==> config.mk <==
export PLATFORM = sky130hd
export DESIGN_NAME = btpc_div
export DESIGN_NICKNAME = d
export VERILOG_FILES = /design/src/hw/rtl/btpc_pkg.sv /design/src/hw/rtl/btpc_div.sv
export SDC_FILE = /design/constraint.sdc
export NUM_CORES = 1
export LEC_CHECK = 0
export BUFFER_PORTS_ARGS = -buffer_cell sky130_fd_sc_hd__buf_2
export CORE_ASPECT_RATIO = 1.2
export CORE_MARGIN = 2
export CORE_UTILIZATION = 25
export DETAILED_ROUTE_END_ITERATION = 12
export GPL_TIMING_DRIVEN = 0
export HOLD_SLACK_MARGIN = 0.02
export PLACE_DENSITY_LB_ADDON = 0.05
export SKIP_CTS_REPAIR_TIMING = 1
export SLEW_MARGIN = 20
export SYNTH_ARGS = -nofsm -noshare
export SYNTH_HDL_FRONTEND = slang
export SYNTH_SLANG_ARGS = --single-unit
export TNS_END_PERCENT = 100
==> constraint.sdc <==
create_clock -name i_clk -period 6.2 [get_ports i_clk]
set_input_delay 0.62 -clock i_clk [delete_from_list [all_inputs] [get_ports i_clk]]
set_output_delay 0.62 -clock i_clk [all_outputs]
set_load 0.01 [all_outputs]
==> src/hw/rtl/btpc_pkg.sv <==
// Package for the barometric compensation block: constants, state type and
// the request and response structs between the sequencer and its units.
// No dependencies.
`timescale 1ns / 1ps
`default_nettype none

package btpc_pkg;

    localparam int unsigned CFG_IDX_W = 2;
    localparam logic [CFG_IDX_W-1:0] CFG_TEMP_COEFFS  = 2'd0;
    localparam logic [CFG_IDX_W-1:0] CFG_PRESS_LOW    = 2'd1;
    localparam logic [CFG_IDX_W-1:0] CFG_PRESS_HIGH   = 2'd2;
    localparam logic [CFG_IDX_W-1:0] CFG_PRESS_NINE   = 2'd3;

    localparam int unsigned RAW_W     = 20;
    localparam int unsigned DATA_W    = 64;
    localparam int unsigned DIV_STEPS = 64;

    localparam logic [63:0] OFFSET_FINE = 64'd128000;
    localparam logic [63:0] PRESS_FULL  = 64'd1048576;
    localparam logic [63:0] PRESS_SCALE = 64'd3125;
    localparam logic [31:0] ROUND_HALF  = 32'd128;
    localparam logic [63:0] BIAS_47     = 64'h0000_8000_0000_0000;

    typedef enum logic [4:0] {
        ST_IDLE,
        ST_T_D1,
        ST_T_D2,
        ST_T_B,
        ST_T_FIN,
        ST_P_SETUP,
        ST_P_SQ,
        ST_P_M6,
        ST_P_M5,
        ST_P_M3,
        ST_P_M2,
        ST_P_M1,
        ST_P_CHK,
        ST_P_N,
        ST_P_DIV,
        ST_P_Q9,
        ST_P_Q9B,
        ST_P_Q8,
        ST_P_FIN,
        ST_OUT
    } t_state;

    typedef struct packed {
        logic        start;
        logic [63:0] a;
        logic [63:0] b;
    } t_unit_req;

    typedef struct packed {
        logic        done;
        logic [63:0] value;
    } t_unit_rsp;

    typedef struct packed {
        logic        valid;
        logic        is_pressure;
        logic [31:0] temperature;
        logic [31:0] pressure;
        logic        div_zero;
    } t_result;

endpackage

`default_nettype wire

==> src/hw/rtl/btpc_div.sv <==
// Signed 64-bit divider, restoring, one quotient bit per cycle.
// Truncates toward zero; the divisor is never zero here. Uses btpc_pkg.
`timescale 1ns / 1ps
`default_nettype none

module btpc_div
    import btpc_pkg::*;
(
    input  wire logic      i_clk,
    input  wire logic      i_rst_n,
    input  wire t_unit_req i_req,
    output t_unit_rsp      o_rsp
);

    localparam int unsigned CNT_W = $clog2(DIV_STEPS);

    logic             r_run;
    logic             r_fix;
    logic             r_done;
    logic [CNT_W-1:0] r_cnt;
    logic [63:0]      r_rem;
    logic [63:0]      r_quo;
    logic [63:0]      r_den;
    logic             r_neg;
    logic [63:0]      r_res;
    logic [64:0]      shifted;
    logic [64:0]      diff;
    logic             qbit;

    assign shifted = {r_rem, r_quo[63]};
    assign diff    = shifted - {1'b0, r_den};
    assign qbit    = !diff[64];

    always_ff @(posedge i_clk) begin
        if (!i_rst_n) begin
            r_run  <= 1'b0;
            r_fix  <= 1'b0;
            r_done <= 1'b0;
            r_cnt  <= '0;
        end else begin
            r_done <= 1'b0;
            r_fix  <= 1'b0;
            if (i_req.start) begin
                r_run <= 1'b1;
                r_cnt <= '0;
            end else if (r_run) begin
                r_cnt <= r_cnt + 1'b1;
                if (r_cnt == CNT_W'(DIV_STEPS - 1)) begin
                    r_run <= 1'b0;
                    r_fix <= 1'b1;
                end
            end else if (r_fix) begin
                r_done <= 1'b1;
            end
        end
    end

    always_ff @(posedge i_clk) begin
        if (i_req.start) begin
            r_quo <= i_req.a[63] ? (64'd0 - i_req.a) : i_req.a;
            r_den <= i_req.b[63] ? (64'd0 - i_req.b) : i_req.b;
            r_neg <= i_req.a[63] ^ i_req.b[63];
            r_rem <= 64'd0;
        end else if (r_run) begin
            r_rem <= qbit ? diff[63:0] : shifted[63:0];
            r_quo <= {r_quo[62:0], qbit};
        end else if (r_fix) begin
            r_res <= r_neg ? (64'd0 - r_quo) : r_quo;
        end
    end

    assign o_rsp.done  = r_done;
    assign o_rsp.value = r_res;

endmodule

`default_nettype wire

==> impl_metrics.toml <==
[hold_path]
hp-class = "in -> reg"
hold_start = "i_rst_n"

[placed_design]
dp.cells = 3092
routabilityCongestion = 0.8493
hpwl_um = 51150
pre_cts_ws_ns = 0.9416
portBuffers = 193

[setup_path]
end_kind = "flop"
path_cells = "inv_1 > ha_1 > fa_1 > nor2b_1 > o31ai_1 > a31o_2 > o21ba_2 > o211a_1 > a211o_1 > a31o_2 > buf_2 > xor2_1 > clkbuf_1 > a21oi_1 > a211oi_1"
cp-startpoint = "r_quo[63]$_DFFE_PP_"
worst_r2r_startpoint = "r_quo[63]$_DFFE_PP_"
crit_required_ns = 6.65
worstPathArrival_ns = 5.68
crit_type = "reg -> reg"
max_stage_delay_ns = 0.80
cpMaxStageDelayCell = "xor2_1"
worstSetupStartpointType = "flop"
crit_path_frequent_cell = "a31o_2"
crit_fanout = 10
crit_family = "compound AO/OA/AOI/OAI gates"
crit_buf_inv = 3

[sta]
finalSetupViolations = 0
worst_pin_slew_ns = 1.083
slew_headroom_pct = 27.80
fin_setup_tns_ns = 0
fmax_ghz = 0.1915
final.period_utilization_pct = 84.23
holdWs_ns = 0.3076
drv_slew = 0
grt_setup_unrepaired = "no"
timing.final.ws_setup_ns = 0.9775
finalHoldViolations = 0
fin_crit_ns = 5.222
finClkSkew_ns = 0.02413

[floorplan]
rows = 106
die_w_um = 246.5
initial_utilization_pct = 25.28
num_io_pins = 196
fp.coreArea_mm2 = 0.06976
die_h_um = 295.0
design.die.area_mm2 = 0.07270

[finish]
num-nets-final = 2410
seq_area_mm2 = 0.007257
syn2layout_area_growth_pct = 18.44
insertedDiodeCount = 0
layout-drive-gt1-share_pct = 12.46
layout_commonest_cell = "nand2_1"
layoutNonFillerInstCount = 3150
multi_input_area_mm2 = 0.009642
utilization_pct = 29.94
final_cell_mix = "nand2_1, buf_2, edfxtp_1"
nFillCells = 7565

[synth]
synth_edf_count = 193
async_flop_share_pct = 0
synth_xor_area_share_pct = 12.02
yosys_warnings = 0
avgSynthCellArea_um2 = 8.917
ys_ff_latch = 266
synthAdderAreaFrac_pct = 4.937
synth-compound-area-share_pct = 19.35
netlist_instances = 1978
synth_area_mm2 = 0.01764
synthMuxAreaShare_pct = 0.6242
synth_top_family_by_area = "compound AO/OA/AOI/OAI gates"
synthSimpleGateAreaFrac_pct = 17.67
synth_cell_types = 62
synth_nets = 2178
seq_area_frac_synth_pct = 41.14
ys.flop_type = "edfxtp_1"

[drt]
ant_nets = 0
drt-total-wl_um = 64360
viasPerCell = 4.888
vias = 15400
drt-initial-drc-count = 663
drc_errors = 0
avgRoutedWirePerCell_um = 20.43
drt_first_pass_iters = 5

[global_route]
track_usage_pct = 17.56
grt_pass1_wl_um = 96570
grt_overflow = 0
grt_max_degree = 51
grt_pass1_vias = 15850
antenna_found_initial = 0

[clock_tree]
clock_sinks = 266
cts_tree = "done"
cts_buffers = 34
clock_latency_ns = 0.56
root_buffer = "clkbuf_16"
clk_path_buf_depth = 3
cts_max_level = 2
clkSlewWorstSetupHoldPaths_ns = 0.06

[run_status]
status = "completed"

[flow_run]
drv_cap = 0

[power]
ir_worst_vdd_mv = 0.1523
p_leak_uw = 0.007700
powerDensity_mw_per_mm2 = 256.4
==> where the power goes <==
part           internal, uW  switching (uW)  leakage, uW  total, uW
Combinational           455             760      0.00475       1210
Sequential             2080             113      0.00244       2200
Clock                  1120             823     0.000508       1950
==> metal layers <==
layer,vias to the layer above,wire length (um),GRT usage (%)
met1,7361,27360,21.02
li1,7661,-,-
met4,0,1581,5.113
met5,-,0,0
met3,76,2529,2.469
met2,300,32890,32.37
==> cell type report <==
class,instances,area share [%]
clock buffers,47,4.408
well taps,918,5.498
flip-flops and latches,266,34.74
clock inverters,11,0.5989
inverters,92,1.665
repair buffers,196,4.995
plain buffers,106,1.941
multi-input cells,1514,46.15
==> cells in the mapped netlist, types with 5 or more instances <==
cell type,count,area (um2)
a2111oi_0,5,43.79
a211oi_1,18,135.1
a21o_1,30,225.2
a21oi_1,159,795.8
a311oi_1,45,394.1
a31oi_1,10,62.56
and3_1,10,62.56
buf_1,7,26.28
clkbuf_1,95,356.6
dfxtp_1,73,1461
edfxtp_1,193,5796
ha_1,68,850.8
inv_1,91,341.6
mux2i_1,11,110.1
nand2_1,244,915.9
nand2b_1,23,143.9
nand3_1,26,130.1
nand4_1,33,206.5
nor2_1,185,694.4
nor2b_1,10,62.56
nor3_1,34,170.2
nor4_1,20,125.1
o21a_1,6,45.04
o21ai_0,109,545.5
o21bai_1,15,112.6
o31ai_1,49,367.9
o41ai_1,34,297.8
or2_2,15,93.84
or3_1,25,156.4
or4_1,23,172.7
xnor2_1,155,1358
xor2_1,87,762.0
==> final timing paths <==
kind,cells past startpoint,slack [ns],endpoint
max,15,0.98,r_rem[57]$_SDFFE_PP0P_
min,2,0.31,r_run$_SDFF_PN0_
max reg2reg,15,0.98,r_rem[57]$_SDFFE_PP0P_
min reg2reg,1,0.49,r_done$_SDFF_PP0_
==> stage by stage <==
stage	area, um2	total power, uW
after floorplan	17640	3024
after global placement	19750	3460
after detailed placement	19840	3460
after CTS	20890	5458
after global routing	20890	5672
final	20890	5357
==> kinds of logic after synthesis <==
logic type / after synthesis
compound gates: 523
xor+xnor: 242
fa+ha+maj: 69
buf+inv: 198
flops: 266
mux: 11
simple gates: 669
==> state kept, by name, indices dropped and copies added (netlist names) <==
register	cells
r_res	64
r_rem	64
r_neg	1
r_cnt	6
r_den	64
r_fix	1
r_run	1
r_done	1
r_quo	64
No activity file was read; power rests on OpenSTA's default activity.
