**config.mk**
```make
export PLATFORM = sky130hd
export DESIGN_NAME = btpc_mul
export DESIGN_NICKNAME = d
export VERILOG_FILES = /design/src/hw/rtl/btpc_pkg.sv /design/src/hw/rtl/btpc_mul.sv
export SDC_FILE = /design/constraint.sdc
export NUM_CORES = 2
export LEC_CHECK = 0
export BUFFER_PORTS_ARGS = -buffer_cell sky130_fd_sc_hd__buf_2
export CAP_MARGIN = 15
export CORE_AREA = 2 2 355 252
export CTS_CLUSTER_SIZE = 8
export DETAILED_ROUTE_END_ITERATION = 10
export DIE_AREA = 0 0 357 254
export MAX_ROUTING_LAYER = met4
export PLACE_DENSITY = 0.63
export SETUP_SLACK_MARGIN = 0.1
export SLEW_MARGIN = 10
export SYNTH_ARGS = -nofsm -noshare
export SYNTH_HDL_FRONTEND = slang
export SYNTH_SLANG_ARGS = --single-unit
```
**constraint.sdc**
```tcl
create_clock -name i_clk -period 10.9 [get_ports i_clk]
set_input_delay 1.09 -clock i_clk [delete_from_list [all_inputs] [get_ports i_clk]]
set_output_delay 1.09 -clock i_clk [all_outputs]
set_load 0.01 [all_outputs]
```
**src/hw/rtl/btpc_pkg.sv**
```systemverilog
// Package for the barometric compensation block: constants, state type and
// the request and response structs between the sequencer and its units.
// No dependencies.
`timescale 1ns / 1ps
`default_nettype none

package btpc_pkg;

    localparam int unsigned CFG_IDX_W = 2;
    localparam logic [CFG_IDX_W-1:0] CFG_TEMP_COEFFS  = 2'd0;
    localparam logic [CFG_IDX_W-1:0] CFG_PRESS_LOW    = 2'd1;
    localparam logic [CFG_IDX_W-1:0] CFG_PRESS_HIGH   = 2'd2;
    localparam logic [CFG_IDX_W-1:0] CFG_PRESS_NINE   = 2'd3;

    localparam int unsigned RAW_W     = 20;
    localparam int unsigned DATA_W    = 64;
    localparam int unsigned DIV_STEPS = 64;

    localparam logic [63:0] OFFSET_FINE = 64'd128000;
    localparam logic [63:0] PRESS_FULL  = 64'd1048576;
    localparam logic [63:0] PRESS_SCALE = 64'd3125;
    localparam logic [31:0] ROUND_HALF  = 32'd128;
    localparam logic [63:0] BIAS_47     = 64'h0000_8000_0000_0000;

    typedef enum logic [4:0] {
        ST_IDLE,
        ST_T_D1,
        ST_T_D2,
        ST_T_B,
        ST_T_FIN,
        ST_P_SETUP,
        ST_P_SQ,
        ST_P_M6,
        ST_P_M5,
        ST_P_M3,
        ST_P_M2,
        ST_P_M1,
        ST_P_CHK,
        ST_P_N,
        ST_P_DIV,
        ST_P_Q9,
        ST_P_Q9B,
        ST_P_Q8,
        ST_P_FIN,
        ST_OUT
    } t_state;

    typedef struct packed {
        logic        start;
        logic [63:0] a;
        logic [63:0] b;
    } t_unit_req;

    typedef struct packed {
        logic        done;
        logic [63:0] value;
    } t_unit_rsp;

    typedef struct packed {
        logic        valid;
        logic        is_pressure;
        logic [31:0] temperature;
        logic [31:0] pressure;
        logic        div_zero;
    } t_result;

endpackage

`default_nettype wire

```
**src/hw/rtl/btpc_mul.sv**
```systemverilog
// Iterative 64 x 64 multiplier returning the low 64 bits of the product.
// One 32 x 32 multiplier is reused for every partial product. Uses btpc_pkg.
`timescale 1ns / 1ps
`default_nettype none

module btpc_mul
    import btpc_pkg::*;
(
    input  wire logic      i_clk,
    input  wire logic      i_rst_n,
    input  wire t_unit_req i_req,
    output t_unit_rsp      o_rsp
);

    logic        r_run;
    logic [1:0]  r_cnt;
    logic [63:0] r_a;
    logic [63:0] r_b;
    logic [63:0] r_pp;
    logic [63:0] r_acc;
    logic        r_done;
    logic [31:0] op_x;
    logic [31:0] op_y;

    // Partial products: low x low, low x high, high x low.
    assign op_x = (r_cnt == 2'd2) ? r_a[63:32] : r_a[31:0];
    assign op_y = (r_cnt == 2'd1) ? r_b[63:32] : r_b[31:0];

    always_ff @(posedge i_clk) begin
        if (!i_rst_n) begin
            r_run  <= 1'b0;
            r_cnt  <= 2'd0;
            r_done <= 1'b0;
        end else begin
            r_done <= 1'b0;
            if (i_req.start) begin
                r_run <= 1'b1;
                r_cnt <= 2'd0;
            end else if (r_run) begin
                r_cnt <= r_cnt + 2'd1;
                if (r_cnt == 2'd3) begin
                    r_run  <= 1'b0;
                    r_done <= 1'b1;
                end
            end
        end
    end

    always_ff @(posedge i_clk) begin
        if (i_req.start) begin
            r_a <= i_req.a;
            r_b <= i_req.b;
        end else if (r_run) begin
            r_pp <= 64'(op_x) * 64'(op_y);
            case (r_cnt)
                2'd1:    r_acc <= r_pp;
                2'd2:    r_acc <= r_acc + {r_pp[31:0], 32'd0};
                2'd3:    r_acc <= r_acc + {r_pp[31:0], 32'd0};
                default: r_acc <= r_acc;
            endcase
        end
    end

    assign o_rsp.done  = r_done;
    assign o_rsp.value = r_acc;

endmodule

`default_nettype wire

```
==> impl_metrics.prom <==
# TYPE chip_impl_metric gauge
chip_impl_metric{name="path_clk_slew",unit="ps"} 50
chip_impl_metric{name="htreeDepth",unit=""} 2
chip_impl_metric{name="gr-usage-all-layers",unit="%"} 33.0
chip_impl_metric{name="maxCapViolCount",unit=""} 0
chip_impl_metric{name="cts.sinks",unit=""} 260
chip_impl_metric{name="first_global_vias",unit=""} 32400
chip_impl_info{name="cts_tree",value="built"} 1
chip_impl_metric{name="yosys_warnings",unit=""} 0
chip_impl_metric{name="drt_iter0_markers",unit=""} 3273
chip_impl_metric{name="grt_pass1_wl",unit="µm"} 210000
chip_impl_metric{name="period_share",unit="%"} 90.6
chip_impl_metric{name="slew_headroom",unit="%"} 18.5
chip_impl_metric{name="cts-root-to-sink-buffers",unit=""} 3
chip_impl_metric{name="netlist-cell-type-count",unit=""} 69
chip_impl_metric{name="final_clock_skew",unit="ps"} 23.9
chip_impl_info{name="worstSetupPathType",value="flip-flop to flip-flop"} 1
chip_impl_metric{name="grt_start_max_net_pins",unit=""} 68
chip_impl_info{name="crit_end_element",value="flip-flop"} 1
chip_impl_info{name="ys_dominant_reg_cell",value="edfxtp_1"} 1
chip_impl_metric{name="ys_async_sr_fraction",unit="%"} 0
chip_impl_metric{name="area_of_the_placeable_core",unit="µm²"} 87200
chip_impl_metric{name="area_growth_from_synthesis_to_final_layout",unit="%"} 8.74
chip_impl_info{name="cp_slowest_cell",value="mux2i_2"} 1
chip_impl_metric{name="setup_viol",unit=""} 0
chip_impl_metric{name="initial_utilization",unit="%"} 49.6
chip_impl_info{name="hold_path_class",value="flip-flop to flip-flop"} 1
chip_impl_metric{name="netlist_area",unit="µm²"} 43200
chip_impl_metric{name="max_freq",unit="MHz"} 101
chip_impl_info{name="synth.top_cells.by_area",value="fa_1 42%, edfxtp_1 18%, ha_1 8.7%"} 1
chip_impl_metric{name="grt_antenna_before_repair",unit=""} 6
chip_impl_metric{name="yosysTopAreaCellShare",unit="%"} 41.5
chip_impl_metric{name="finish.instance_area",unit="µm²"} 47000
chip_impl_metric{name="cts_made_buffers",unit=""} 39
chip_impl_metric{name="final_hold_violation_count",unit=""} 0
chip_impl_info{name="r2r_start",value="r_cnt[1]"} 1
chip_impl_info{name="kind_of_cell_with_the_highest_combined_delay_on_the_critical_path",value="adder cells"} 1
chip_impl_metric{name="drive_above_1_share",unit="%"} 10.0
chip_impl_metric{name="drt-total-wl",unit="µm"} 141000
chip_impl_metric{name="die-area",unit="µm²"} 90700
chip_impl_metric{name="dr_pass1_iterations",unit=""} 6
chip_impl_info{name="synth.largest_area_cell",value="fa_1"} 1
chip_impl_metric{name="crit_path_max_fanout",unit=""} 34
chip_impl_metric{name="nNetsFinal",unit=""} 5870
chip_impl_metric{name="cts.hold.buffers_added",unit=""} 0
chip_impl_metric{name="io_buffer_count",unit=""} 195
chip_impl_info{name="cp_cell_sequence",value="inv_1 -> ha_4 -> mux2i_2 -> buf_4 -> nor2_1 -> fa_1 -> inv_1 -> fa_1 -> fa_1 -> fa_1 -> inv_1 -> fa_1 -> fa_1 -> fa_1 -> fa_1 -> ha_1 -> nand4_1 -> o41ai_1 -> a21oi_1 -> o211ai_1 -> nand2_1 -> mux2i_1 -> a2111oi_0"} 1
chip_impl_metric{name="syn_nets",unit=""} 5740
chip_impl_info{name="critical-path-top-cell-by-count",value="fa_1"} 1
chip_impl_metric{name="routabilityCongestion",unit=""} 1.01
chip_impl_metric{name="gr-total-overflow",unit=""} 0
chip_impl_metric{name="row_count",unit=""} 91
chip_impl_info{name="min-delay-start",value="r_pp[59]"} 1
chip_impl_metric{name="critPathRequiredTime",unit="ps"} 11250
chip_impl_metric{name="dpl_worst_slack",unit="ps"} 1330
chip_impl_metric{name="synth_enable_flop_cells",unit=""} 256
chip_impl_metric{name="post_drt_via_cell_ratio",unit=""} 5.61
chip_impl_metric{name="fillers",unit=""} 7925
chip_impl_metric{name="worstMarginPinSlew",unit="ps"} 1200
chip_impl_info{name="timing.critical_path.from",value="r_cnt[1]"} 1
chip_impl_metric{name="sequential_fraction_of_the_synthesis_area",unit="%"} 18.0
chip_impl_metric{name="post_cts_resized",unit=""} 0
chip_impl_metric{name="syn_inst",unit=""} 4413
chip_impl_metric{name="ant_nets",unit=""} 0
chip_impl_metric{name="final_core_utilization",unit="%"} 53.9
chip_impl_metric{name="slowest_delay",unit="ps"} 900
chip_impl_metric{name="syn_area_per_cell",unit="µm²"} 9.80
chip_impl_metric{name="maxSlewViolCount",unit=""} 0
chip_impl_metric{name="critPathArrivalTime",unit="ps"} 10220
chip_impl_info{name="setup_repair_after_global_routing_missed_its_margin",value="no"} 1
chip_impl_metric{name="fin_crit",unit="ps"} 9870
chip_impl_metric{name="height_of_the_die",unit="µm"} 254
chip_impl_metric{name="clk_latency",unit="ps"} 580
chip_impl_info{name="outcome",value="finished clean"} 1
chip_impl_metric{name="dp_hpwl",unit="µm"} 115000
chip_impl_metric{name="vias",unit=""} 32100
chip_impl_metric{name="die_w",unit="µm"} 357
chip_impl_info{name="synth_commonest_cells",value="903 x inv_1, 897 x fa_1, 605 x nor2_1, 538 x nand2_1, 299 x ha_1"} 1
chip_impl_metric{name="wire_per_inst",unit="µm"} 24.7
chip_impl_info{name="critical_path.startpoint_type",value="flip-flop"} 1
chip_impl_metric{name="num_io_pins",unit=""} 196
chip_impl_metric{name="drc",unit=""} 0
chip_impl_metric{name="ys_ff_latch",unit=""} 260
chip_impl_info{name="clk_root_buffer_cell",value="clkbuf_16"} 1
chip_impl_metric{name="detailed_place.area",unit="µm²"} 45900
chip_impl_metric{name="post_cts.repair.setup_buffers",unit=""} 0
chip_impl_metric{name="setup_slack",unit="ps"} 1030
chip_impl_metric{name="setup-tns-final",unit="ps"} 0
chip_impl_metric{name="worstPathBufferInverterCount",unit=""} 4
chip_impl_info{name="yosysMostFrequentCell",value="inv_1"} 1
[worst min-delay path, cell delays in order (launching register included)]
cell,delay [ps]
edfxtp_1,340
nand2_1,50
o21ai_0,60
[final timing paths]
check                                  to  slack [ps]  cells past startpoint
worst min register to register  r_acc[59]         550                      2
worst min-delay path            r_acc[59]         550                      2
worst max-delay path             r_pp[61]        1030                     23
worst max register to register   r_pp[61]        1030                     23
[layout by cell type, fill, tap and decap left out, types with 6 or more instances in the layout]
| cell type | count |
|---|---|
| mux2i_1 | 24 |
| buf_2 | 194 |
| edfxtp_1 | 256 |
| mux2_2 | 66 |
| buf_4 | 90 |
| mux2i_2 | 36 |
| o21bai_1 | 33 |
| a31oi_1 | 6 |
| clkbuf_16 | 41 |
| inv_1 | 903 |
| nor2b_1 | 10 |
| o21a_1 | 17 |
| fa_1 | 897 |
| nand2_1 | 538 |
| nor2_1 | 604 |
| a211oi_1 | 10 |
| or3_1 | 6 |
| xnor2_1 | 60 |
| and3_1 | 17 |
| diode_2 | 11 |
| and2_1 | 44 |
| nand2b_1 | 9 |
| clkbuf_1 | 15 |
| nand4_1 | 26 |
| o31ai_1 | 6 |
| nor3_1 | 14 |
| ha_1 | 297 |
| a21oi_1 | 98 |
| nand3_1 | 15 |
| a21o_1 | 42 |
| o21ai_0 | 66 |
| xor2_1 | 31 |
[state kept, by name, indices dropped and copies added (netlist names)]
signal	flops
r_a	64
r_acc	64
r_b	64
r_cnt	2
r_done	1
r_pp	64
r_run	1
[final cells by class]
| type | instances | area, µm² | share of cell area (%) |
|---|---|---|---|
| multi-input combinational | 3053 | 31600 | 67.2 |
| sequential | 260 | 7770 | 16.5 |
| inverter | 903 | 3390 | 7.21 |
| timing repair buffer | 286 | 1680 | 3.57 |
| tap | 1162 | 1450 | 3.09 |
| clock buffer | 56 | 1080 | 2.30 |
| clock inverter | 3 | 41.3 | 0.0878 |
| antenna | 11 | 27.5 | 0.0586 |
[per-stage QoR]
step / hold slack (ps) / instances
finish: 546 / 5734
global route: 579 / 5729
CTS: 556 / 5722
detailed placement: 546 / 5663
global placement: 544 / 5663
floorplan: 495 / 4413
[cells by family (layout without fill, tap and decap cells)]
| logic type | count (synthesis) | count (layout) | share of synthesized area, % |
|---|---|---|---|
| AO/OA/AOI/OAI | 332 | 332 | 4.99 |
| multiplexers | 131 | 131 | 3.22 |
| buffers and inverters | 1100 | 1248 | 9.57 |
| other | 0 | 11 | 0 |
| AND/OR/NAND/NOR | 1303 | 1303 | 12.2 |
| XOR/XNOR | 91 | 91 | 1.84 |
| adder cells (fa/ha/maj) | 1196 | 1196 | 50.2 |
| flip-flops | 260 | 260 | 18.0 |
[layer usage]
layer | up-vias | routed length [µm] | global-route usage, %
li1 | 13700 | - | -
met1 | 16400 | 58400 | 45.7
met2 | 1744 | 58500 | 44.5
met3 | 277 | 20200 | 13.0
met4 | 0 | 4360 | 9.57
met5 | - | 0 | -
Power is not shown: default switching activity piles up to over one toggle a cycle in this logic, so the estimate is an artifact.
